**src/rtl/core/assert_macros.svh**
```systemverilog
// Assertion helpers for the RTL files.
`ifndef ASSERT_MACROS_SVH
`define ASSERT_MACROS_SVH

// Checked at every rising clock edge outside reset.
`define ORS_ASSERT(lbl, prop, msg) \
  lbl: assert property (@(posedge clk_i) disable iff (!rst_ni) (prop)) else $error(msg);

// Checked at every rising clock edge, reset included.
`define ORS_ASSERT_ALWAYS(lbl, prop, msg) \
  lbl: assert property (@(posedge clk_i) (prop)) else $error(msg);

`endif

```
**src/rtl/core/ors_pkg.sv**
```systemverilog
package ors_pkg;

  localparam int unsigned RomW = 64;
  localparam int unsigned PosW = 7;
  localparam int unsigned IdxW = 6;

  localparam logic [7:0] CMD_NORMAL_SEARCH = 8'hF0;
  localparam logic [7:0] CMD_ALARM_SEARCH  = 8'hEC;
  localparam logic [PosW-1:0] LAST_POS = 7'd64;

  typedef enum logic [1:0] {
    KIND_CLEAR  = 2'd0,
    KIND_FAMILY = 2'd1,
    KIND_BEGIN  = 2'd2,
    KIND_BIT    = 2'd3
  } kind_e;

  typedef struct packed {
    kind_e      kind;
    logic       presence;
    logic       alarm_search;
    logic       id_bit;
    logic       complement_bit;
    logic [7:0] family_code;
  } item_t;

  typedef struct packed {
    logic [RomW-1:0] rom_bits;
    logic [PosW-1:0] last_discrepancy;
    logic            last_device;
    logic [PosW-1:0] bit_position;
    logic [PosW-1:0] last_zero;
    logic            pass_active;
  } state_t;

  typedef struct packed {
    logic            send_command;
    logic [7:0]      command_byte;
    logic            send_bit;
    logic            write_bit;
    logic            pass_done;
    logic            found;
    logic [RomW-1:0] rom_code;
  } result_t;

endpackage

```
**src/rtl/core/ors_decide.sv**
```systemverilog
module ors_decide (
  input  ors_pkg::item_t   item_i,
  input  ors_pkg::state_t  state_i,
  output ors_pkg::state_t  state_o,
  output ors_pkg::result_t result_o
);

  always_comb begin
    logic [ors_pkg::PosW-1:0] pos;
    logic [ors_pkg::PosW-1:0] pos_m1;
    logic [ors_pkg::IdxW-1:0] idx;
    logic                     dir;
    logic [ors_pkg::RomW-1:0] rom_nxt;
    logic [ors_pkg::PosW-1:0] lz_nxt;

    state_o  = state_i;
    result_o = '0;
    pos      = state_i.bit_position;
    pos_m1   = pos - 7'd1;
    idx      = pos_m1[ors_pkg::IdxW-1:0];
    dir      = 1'b0;
    rom_nxt  = state_i.rom_bits;
    lz_nxt   = state_i.last_zero;

    unique case (item_i.kind)
      ors_pkg::KIND_CLEAR: begin
        state_o.rom_bits         = '0;
        state_o.last_discrepancy = '0;
        state_o.last_device      = 1'b0;
        state_o.pass_active      = 1'b0;
      end
      ors_pkg::KIND_FAMILY: begin
        state_o.rom_bits         = {{(ors_pkg::RomW-8){1'b0}}, item_i.family_code};
        state_o.last_discrepancy = ors_pkg::LAST_POS;
        state_o.last_device      = 1'b0;
        state_o.pass_active      = 1'b0;
      end
      ors_pkg::KIND_BEGIN: begin
        if (state_i.last_device || !item_i.presence) begin
          state_o.last_discrepancy = '0;
          state_o.last_device      = 1'b0;
          state_o.pass_active      = 1'b0;
          result_o.pass_done       = 1'b1;
        end else begin
          state_o.pass_active   = 1'b1;
          state_o.bit_position  = 7'd1;
          state_o.last_zero     = '0;
          result_o.send_command = 1'b1;
          result_o.command_byte = item_i.alarm_search ? ors_pkg::CMD_ALARM_SEARCH
                                                      : ors_pkg::CMD_NORMAL_SEARCH;
        end
      end
      ors_pkg::KIND_BIT: begin
        if (state_i.pass_active) begin
          if (item_i.id_bit && item_i.complement_bit) begin
            // Nobody answered this slot: the pass fails.
            state_o.last_discrepancy = '0;
            state_o.last_device      = 1'b0;
            state_o.pass_active      = 1'b0;
            result_o.pass_done       = 1'b1;
          end else begin
            if (item_i.id_bit != item_i.complement_bit) begin
              dir = item_i.id_bit;
            end else begin
              // Discrepancy: repeat the old path below the last fork, take
              // the one branch at it, the zero branch beyond it.
              if (pos < state_i.last_discrepancy) begin
                dir = state_i.rom_bits[idx];
              end else begin
                dir = (pos == state_i.last_discrepancy);
              end
              if (!dir) begin
                lz_nxt = pos;
              end
            end
            rom_nxt[idx]       = dir;
            state_o.rom_bits   = rom_nxt;
            state_o.last_zero  = lz_nxt;
            result_o.send_bit  = 1'b1;
            result_o.write_bit = dir;
            if (pos >= ors_pkg::LAST_POS) begin
              state_o.pass_active  = 1'b0;
              state_o.bit_position = 7'd1;
              result_o.pass_done   = 1'b1;
              if (rom_nxt[7:0] == 8'd0) begin
                state_o.last_discrepancy = '0;
                state_o.last_device      = 1'b0;
              end else begin
                state_o.last_discrepancy = lz_nxt;
                state_o.last_device      = (lz_nxt == '0);
                result_o.found           = 1'b1;
                result_o.rom_code        = rom_nxt;
              end
            end else begin
              state_o.bit_position = pos + 7'd1;
            end
          end
        end
      end
      default: begin
        state_o = state_i;
      end
    endcase
  end

endmodule

```
**src/rtl/core/onewire_rom_search_engine.sv**
```systemverilog
// Search-ROM decision engine. Each input word goes into an input register,
// is decided combinationally against the search state, and its result word
// lands in an output register; one word per cycle is sustained while the
// output is not stalled, set by the single decision stage between the two
// registers. Every input word yields exactly one result word. After reset
// the ROM code, last discrepancy and last-device flag are zero and no pass
// is active.
`include "assert_macros.svh"

module onewire_rom_search_engine (
  input  logic        clk_i,
  input  logic        rst_ni,
  input  logic        in_valid_i,
  output logic        in_ready_o,
  input  logic [1:0]  kind_i,
  input  logic        presence_i,
  input  logic        alarm_search_i,
  input  logic        id_bit_i,
  input  logic        complement_bit_i,
  input  logic [7:0]  family_code_i,
  output logic        out_valid_o,
  input  logic        out_ready_i,
  output logic        send_command_o,
  output logic [7:0]  command_byte_o,
  output logic        send_bit_o,
  output logic        write_bit_o,
  output logic        pass_done_o,
  output logic        found_o,
  output logic [63:0] rom_code_o
);

  logic              in_valid_q;
  ors_pkg::item_t    item_q;
  logic              out_valid_q;
  ors_pkg::result_t  res_q;
  ors_pkg::result_t  res_d;
  ors_pkg::state_t   state_q;
  ors_pkg::state_t   state_d;
  logic              advance;

  assign advance    = in_valid_q && (!out_valid_q || out_ready_i);
  assign in_ready_o = !in_valid_q || advance;

  always_ff @(posedge clk_i or negedge rst_ni) begin
    if (!rst_ni) begin
      in_valid_q <= 1'b0;
    end else if (in_ready_o) begin
      in_valid_q <= in_valid_i;
    end
  end

  always_ff @(posedge clk_i) begin
    if (in_valid_i && in_ready_o) begin
      item_q.kind           <= ors_pkg::kind_e'(kind_i);
      item_q.presence       <= presence_i;
      item_q.alarm_search   <= alarm_search_i;
      item_q.id_bit         <= id_bit_i;
      item_q.complement_bit <= complement_bit_i;
      item_q.family_code    <= family_code_i;
    end
  end

  ors_decide u_decide (
    .item_i   (item_q),
    .state_i  (state_q),
    .state_o  (state_d),
    .result_o (res_d)
  );

  always_ff @(posedge clk_i or negedge rst_ni) begin
    if (!rst_ni) begin
      state_q.rom_bits         <= '0;
      state_q.last_discrepancy <= '0;
      state_q.last_device      <= 1'b0;
      state_q.bit_position     <= 7'd1;
      state_q.last_zero        <= '0;
      state_q.pass_active      <= 1'b0;
    end else if (advance) begin
      state_q <= state_d;
    end
  end

  always_ff @(posedge clk_i or negedge rst_ni) begin
    if (!rst_ni) begin
      out_valid_q <= 1'b0;
    end else if (advance) begin
      out_valid_q <= 1'b1;
    end else if (out_ready_i) begin
      out_valid_q <= 1'b0;
    end
  end

  always_ff @(posedge clk_i) begin
    if (advance) begin
      res_q <= res_d;
    end
  end

  assign out_valid_o    = out_valid_q;
  assign send_command_o = res_q.send_command;
  assign command_byte_o = res_q.command_byte;
  assign send_bit_o     = res_q.send_bit;
  assign write_bit_o    = res_q.write_bit;
  assign pass_done_o    = res_q.pass_done;
  assign found_o        = res_q.found;
  assign rom_code_o     = res_q.rom_code;

  `ORS_ASSERT(a_cmd_bit_excl, out_valid_q |-> !(res_q.send_command && res_q.send_bit), "command and direction bit in one word")
  `ORS_ASSERT(a_found_done, (out_valid_q && res_q.found) |-> (res_q.pass_done && (res_q.rom_code[7:0] != 8'd0)), "found without a finished pass or with a zero family byte")
  `ORS_ASSERT(a_pos_range, state_q.pass_active |-> ((state_q.bit_position != '0) && (state_q.bit_position <= ors_pkg::LAST_POS)), "bit position out of range during a pass")
  `ORS_ASSERT(a_out_hold, (out_valid_q && !out_ready_i) |=> (out_valid_q && $stable(res_q)), "stalled result word changed")
  `ORS_ASSERT_ALWAYS(a_reset_idle, !rst_ni |-> (!out_valid_q && !in_valid_q), "word pending during reset")

endmodule
```
**config.mk**
```make
export PLATFORM = sky130hd
export DESIGN_NAME = onewire_rom_search_engine
export DESIGN_NICKNAME = d
export VERILOG_FILES = /design/src/rtl/core/ors_pkg.sv /design/src/rtl/core/ors_decide.sv /design/src/rtl/core/onewire_rom_search_engine.sv
export VERILOG_INCLUDE_DIRS = /design/src /design/src/rtl/core
export SDC_FILE = /design/constraint.sdc
export NUM_CORES = 1
export LEC_CHECK = 0
export BUFFER_PORTS_ARGS = -buffer_cell sky130_fd_sc_hd__buf_4
export CORE_UTILIZATION = 49
export DETAILED_ROUTE_END_ITERATION = 10
export PLACE_DENSITY = 0.68
export SYNTH_ARGS = -nofsm -noshare
export SYNTH_HDL_FRONTEND = slang
export SYNTH_SLANG_ARGS = --single-unit
```
**constraint.sdc**
```tcl
create_clock -name clk_i -period 12.2 [get_ports clk_i]
set_input_delay 0.61 -clock clk_i [delete_from_list [all_inputs] [get_ports clk_i]]
set_output_delay 0.61 -clock clk_i [all_outputs]
set_load 0.005 [all_outputs]
```
* Yosys cells after proc, flatten, opt, wreduce, memory -nomap -nowiden *
Cells that the tools add are included.

word-level totals
  bits in read-only memories = 0
  bits in latches = 0
  RAM bits = 0
  register bits = 180
  word-level logic and storage cells = 113
  memories = 0
  input bits = 18

operators by class
  bitwise gates (word level) = 4
  muxes and demuxes = 47
  multiply operators = 0
  equality and inequality tests = 10
  div/mod/pow operators = 0
  shift operators = 0
  reductions and logical operators = 25
  $lt $le $gt $ge = 4
  add/subtract/negate cells = 2

operators by type and width
  operator                                              number
  one-hot mux 64 bit (3 select lines)                   1
  2-to-1 mux 66 bit                                     2
  2-to-1 mux 65 bit                                     2
  2-to-1 mux 87 bit                                     1
  bitwise mux 64 bit                                    1
  2-to-1 mux 64 bit                                     1
  2-to-1 mux 7 bit                                      6
  2-to-1 mux 8 bit                                      4
  one-hot mux 8 bit (4 select lines)                    1
  2-to-1 mux 14 bit                                     2
  one-hot mux 14 bit (2 select lines)                   1
  2-to-1 mux 1 bit                                      18
  2-to-1 mux 9 bit                                      1
  logical NOT 8 bit                                     1
  AND reduction 4 bit                                   2
  adder 7 x 1 -> 7 bit (second input constant)          1
  == test 7 bit                                         1
  >= comparator 7 bit (second input constant)           1
  logical NOT 7 bit                                     1
  < comparator 6 x 7 -> 1 bit (second input constant)   1
  < comparator 7 bit                                    1
  binary-select mux 1 bit (select 6 bit)                1
  demux 1 bit (select 6 bit)                            1
  >= comparator 6 x 1 -> 1 bit (second input constant)  1
  other kinds (24)                                      39

* Logic depth before layout (Yosys ltp) *
  depth in word-level cells = 19
  depth in mapped cells = 16
  gate-level depth less buffers = 10

* Hierarchy *
A second synthesis with hierarchy kept.

unflattened totals
  cell total of the unflattened synthesis = 1007
  area, all modules = 10326.2 um2

by module, submodules not included
  module                     times used  cells each  area an instance (um2)
  onewire_rom_search_engine  1           283         6130.9
  ors_decide                 1           724         4195.3

* Worst setup path after synthesis *
Ideal clock, no wire load.

  kind = reg2reg
  from = register state_q[8] in the netlist's numbering
  to = register res_q (netlist bit rom_code_o[16]) (data pin)
  data required time = 11944 ps
  arrival time = 3691 ps
  cell stages (with the launch flop) = 14
  setup slack = 8253 ps
  path through = dfstp_2 -> buf_2 -> inv_2 -> ha_1 -> buf_2 -> buf_1 -> clkbuf_1 -> nand3_1 -> o21ai_1 -> nand3_1 -> or4b_4 -> o311ai_4 -> buf_6 -> nor2_1

between the ends
  longest elaborated chain between the ends = 15

ends and longest elaborated chain
  element                                 RTL line                         RTL
  start: declaration                      onewire_rom_search_engine.sv:37  ors_pkg::state_t state_q;
  start signal: assignment                onewire_rom_search_engine.sv:79  state_q <= state_d;
  subtractor 6 x 1 -> 6 bit               ors_decide.sv:19                 pos_m1 = pos - 7'd1;
  binary-select mux 1 bit (select 6 bit)  ors_decide.sv:68                 dir = state_i.rom_bits[idx];
  2-to-1 mux 1 bit (implied by the code)  ors_decide.sv:68
  2-to-1 mux 1 bit                        ors_decide.sv:67                 if (pos < state_i.last_discrepancy) begin
  2-to-1 mux 1 bit                        ors_decide.sv:62                 if (item_i.id_bit != item_i.complement_bit) begin
  2-to-1 mux 1 bit                        ors_decide.sv:55                 if (item_i.id_bit && item_i.complement_bit) begin
  2-to-1 mux 1 bit                        ors_decide.sv:54                 if (state_i.pass_active) begin
  2-to-1 mux 1 bit                        ors_decide.sv:25                 unique case (item_i.kind)
  2-to-1 mux 1 bit                        ors_decide.sv:62
  2-to-1 mux 1 bit                        ors_decide.sv:55
  2-to-1 mux 1 bit                        ors_decide.sv:54
  2-to-1 mux 1 bit                        ors_decide.sv:25
  bitwise mux 64 bit                      ors_decide.sv:76                 rom_nxt[idx] = dir;
  logical NOT 8 bit                       ors_decide.sv:85                 if (rom_nxt[7:0] == 8'd0) begin
  OR reduction 5 bit (no source line)     -
  end signal: assignment                  onewire_rom_search_engine.sv:95  res_q <= res_d;
  end: declaration                        onewire_rom_search_engine.sv:35  ors_pkg::result_t res_q;

Several ways; a longest one is shown, not always the timed one. The select of a mux whose other input is x is not followed.
A chain may end at the register's enable or synchronous reset.

* Worst setup path after layout *
  from = register state_q[8] in the netlist's numbering
  to = register res_q (netlist bit rom_code_o[35]) (data pin)

Same word-level chain as after synthesis.

==> summary.md <==
| Metric | Value |
|---|---|
| Status | `finished clean` |
| Port Buf Inserts | `94` |
| Most frequent cells in the layout | `o21ai_0, nand2_1, nor2_1` |
| Worst path required time | `12.36 ns` |
| HPWL after DPL | `15.9 mm` |
| Total CTS buffers | `17` |
| Slew Viols, Final | `0` |
| Sequential share of the synthesized area | `51.6%` |
| Most common cell after layout, fill and taps aside | `o21ai_0` |
| Reg power frac | `40.6%` |
| Worst setup SP type | `register` |
| #FFs+latches synth | `175` |
| Most Crowded Layer GR | `met1` |
| Total Routing Usage GR | `27.0%` |
| Chip width | `140 um` |
| Setup tns final | `0 ns` |
| Global-route met2 utilization | `39.6%` |
| Die Area | `19600 um^2` |
| Area Growth Syn to Fin | `14.6%` |
| Main synth FF type | `dfrtp_1` |
| Final min period | `5.96 ns` |
| GR Layer Usage met3 | `5.20%` |
| Int Pwr | `0.00111 W` |
| Overall Power | `0.00168 W` |
| Achievable frequency | `168 MHz` |
| Worst r2r src | `state_q[8]` |
| Crit path launch | `state_q[8]` |
| Post-route worst setup slack | `6.24 ns` |
| Largest area contributor in the netlist | `edfxtp_1` |
| CP Data Arrival Time | `6.12 ns` |
| Antenna-violating nets left | `0` |
| Clock power frac | `34.2%` |
| Hold Fails Final Rpt | `0` |
| DRC errors left | `0` |
| Detailed Route WL | `25.8 mm` |
| Place WS | `6.42 ns` |
| Die Ht | `140 um` |
| CTS resizes | `0` |
| CP max FO | `47` |
| Yosys warnings | `0` |
| Worst-Margin Slew | `1.15 ns` |
| Vias | `7994` |
| FP Rows | `50` |
| Synth area leaders | `edfxtp_1, dfrtp_1, o21ai_0` |
| Leakage | `4.11 nW` |
| Synthesized cell area | `9320 um^2` |
| Asr flop ratio synth | `50.9%` |
| Initial Util | `50.0%` |
| Clk_skew | `0.00852 ns` |
| Final net count | `1068` |
| Clock sinks | `175` |
| Post-synth EDFFs | `86` |
| Top-Level Pins | `97` |
| Syn avg cell area | `9.38 um^2` |
| Root Buffer | `clkbuf_16` |
| CP endpoint kind | `register` |
| Post-Route Utilization | `57.3%` |
| Core Area | `18600 um^2` |
| Synthesized instance count | `993` |
| GPL Wtd Cong | `0.865` |
| Wire per inst | `20.1 um` |
| Sw Share | `33.9%` |
| Drt first-iter violations | `843` |
| Post-CTS setup buffers | `0` |
| Via-to-Cell Ratio | `6.21` |
| Overflow left after global routing | `0` |
| Worst slew margin | `23.2%` |
| Global-route wire length before repair | `40.9 mm` |
| Initial antenna violation count | `0` |
| Setup Viol. Count Final | `0` |
| H-tree depth | `4` |
| Vias in the first global route | `7212` |
| P_sw | `0.000570 W` |
| Clock Latency Late Sink | `0.43 ns` |
| Yosys top cell area share | `27.7%` |
| Hold-fix buffer count after cts | `0` |
| Pre-Repair DR Iteration Count | `5` |
| Kind of critical path | `reg -> reg` |
| Met1 Usage GRT | `40.5%` |
| P per Cell Area | `158 nW/um^2` |
| Peak VDD IR | `0.116 mV` |
| Largest net degree at the start of global routing | `76` |
| Final Cycle Share | `48.9%` |
| Fillcell total | `1600` |
| ANT cells | `0` |
| Synth unique cells | `67` |
| Max-cap violations | `0` |
| Layout cells sized above 1 | `15.9%` |
| Register clock-pin slew on the reported worst setup and hold paths | `0.07 ns` |
| Logic pwr share | `25.2%` |
| Largest buffer count on any clock path | `2` |
| HP Class | `in -> async` |
| CTS tree | `done` |
| RSZ-0062 raised after global routing | `no` |
power groups by stage:
stage / clock network (W) / registers [W] / logic [W]
5_1_grt: 0.000605 / 0.000687 / 0.000454
3_3_place_gp: 0 / 0.000694 / 0.000408
6_report: 0.000576 / 0.000684 / 0.000423
4_1_cts: 0.000583 / 0.000683 / 0.000414
2_1_floorplan: 0 / 0.000676 / 0.000293
3_5_place_dp: 0 / 0.000694 / 0.000413
sequential cells by signal (all words and copies together), names as in the netlist:
name            cells
rom_code_o         64
item_q             14
send_command_o      1
out_valid_o         1
write_bit_o         1
found_o             1
command_byte_o      3
send_bit_o          1
in_valid_q          1
state_q            87
pass_done_o         1
per-layer routing:
metal	routed length, um	vias to the layer above
met5	0	-
met4	326	0
met3	2400	28
met2	11600	454
met1	11500	3818
li1	-	3694
cells in the mapped netlist, drive strengths merged, types with 4 or more instances:
library cell,count
a22oi,36
a221oi,5
mux4,7
inv,20
nor2,116
o21ai,148
o41ai,4
buf,40
nand2,123
a211oi,4
o21a,6
a21oi,76
dfrtp,88
o31ai,13
nand3,39
nor2b,10
ha,10
a31oi,8
clkbuf,44
mux2i,15
edfxtp,86
nor3,10
xnor2,6
nand4,10
and3,7
nand2b,11
cell families (layout without fill, tap and decap cells):
logic type               Yosys count  count (layout)  synth area share (%)
buffers and inverters            105             164                  5.29
flip-flops                       175             175                  51.6
XOR/XNOR                           8               8                 0.913
AND/OR/NAND/NOR                  344             344                  16.3
adder cells (fa/ha/maj)           10              10                  1.34
multiplexers                      24              24                  3.54
AO/OA/AOI/OAI                    326             326                  20.9
other                              1               2                0.0402
worst paths after layout:
check,slack (ns),cells past startpoint,endpoint
worst max-delay path,6.24,12,rom_code_o[35]
worst min-delay path,0.19,1,in_valid_q
worst max register to register,6.24,12,rom_code_o[35]
worst min register to register,0.48,2,state_q[18]
max in group asynchronous,10.96,2,state_q[70]
min in group clk_i,0.35,1,item_q[4]
layout make-up:
| type | count | area, um^2 | area share (%) |
|---|---|---|---|
| Clock inverter | 11 | 156 | 1.46 |
| Sequential cell | 175 | 4810 | 45.0 |
| Multi-Input combinational cell | 714 | 4050 | 37.9 |
| Clock buffer | 21 | 460 | 4.31 |
| Tap cell | 234 | 293 | 2.74 |
| Timing Repair Buffer | 111 | 833 | 7.80 |
| Inverter | 21 | 78.8 | 0.738 |
worst max-delay path: stages (launching register included):
cell and delay [ns]:
dfstp_2 1.10, inv_2 0.28, ha_1 0.70, buf_4 0.34, mux2_2 0.36, a221o_1 0.29
a21oi_1 0.19, a2111oi_0 0.14, o31ai_2 0.55, nor2_1 0.21, o311ai_4 0.80, buf_4 0.59
a21oi_1 0.10
stage by stage:
step	cells	area [um^2]	hold slack, ns
2_1_floorplan	994	9320	0.314
3_3_place_gp	1255	10100	0.464
3_5_place_dp	1255	10100	0.473
4_1_cts	1287	10700	0.210
5_1_grt	1287	10700	0.219
6_report	1287	10700	0.188
(Power assumes the default switching activity.)
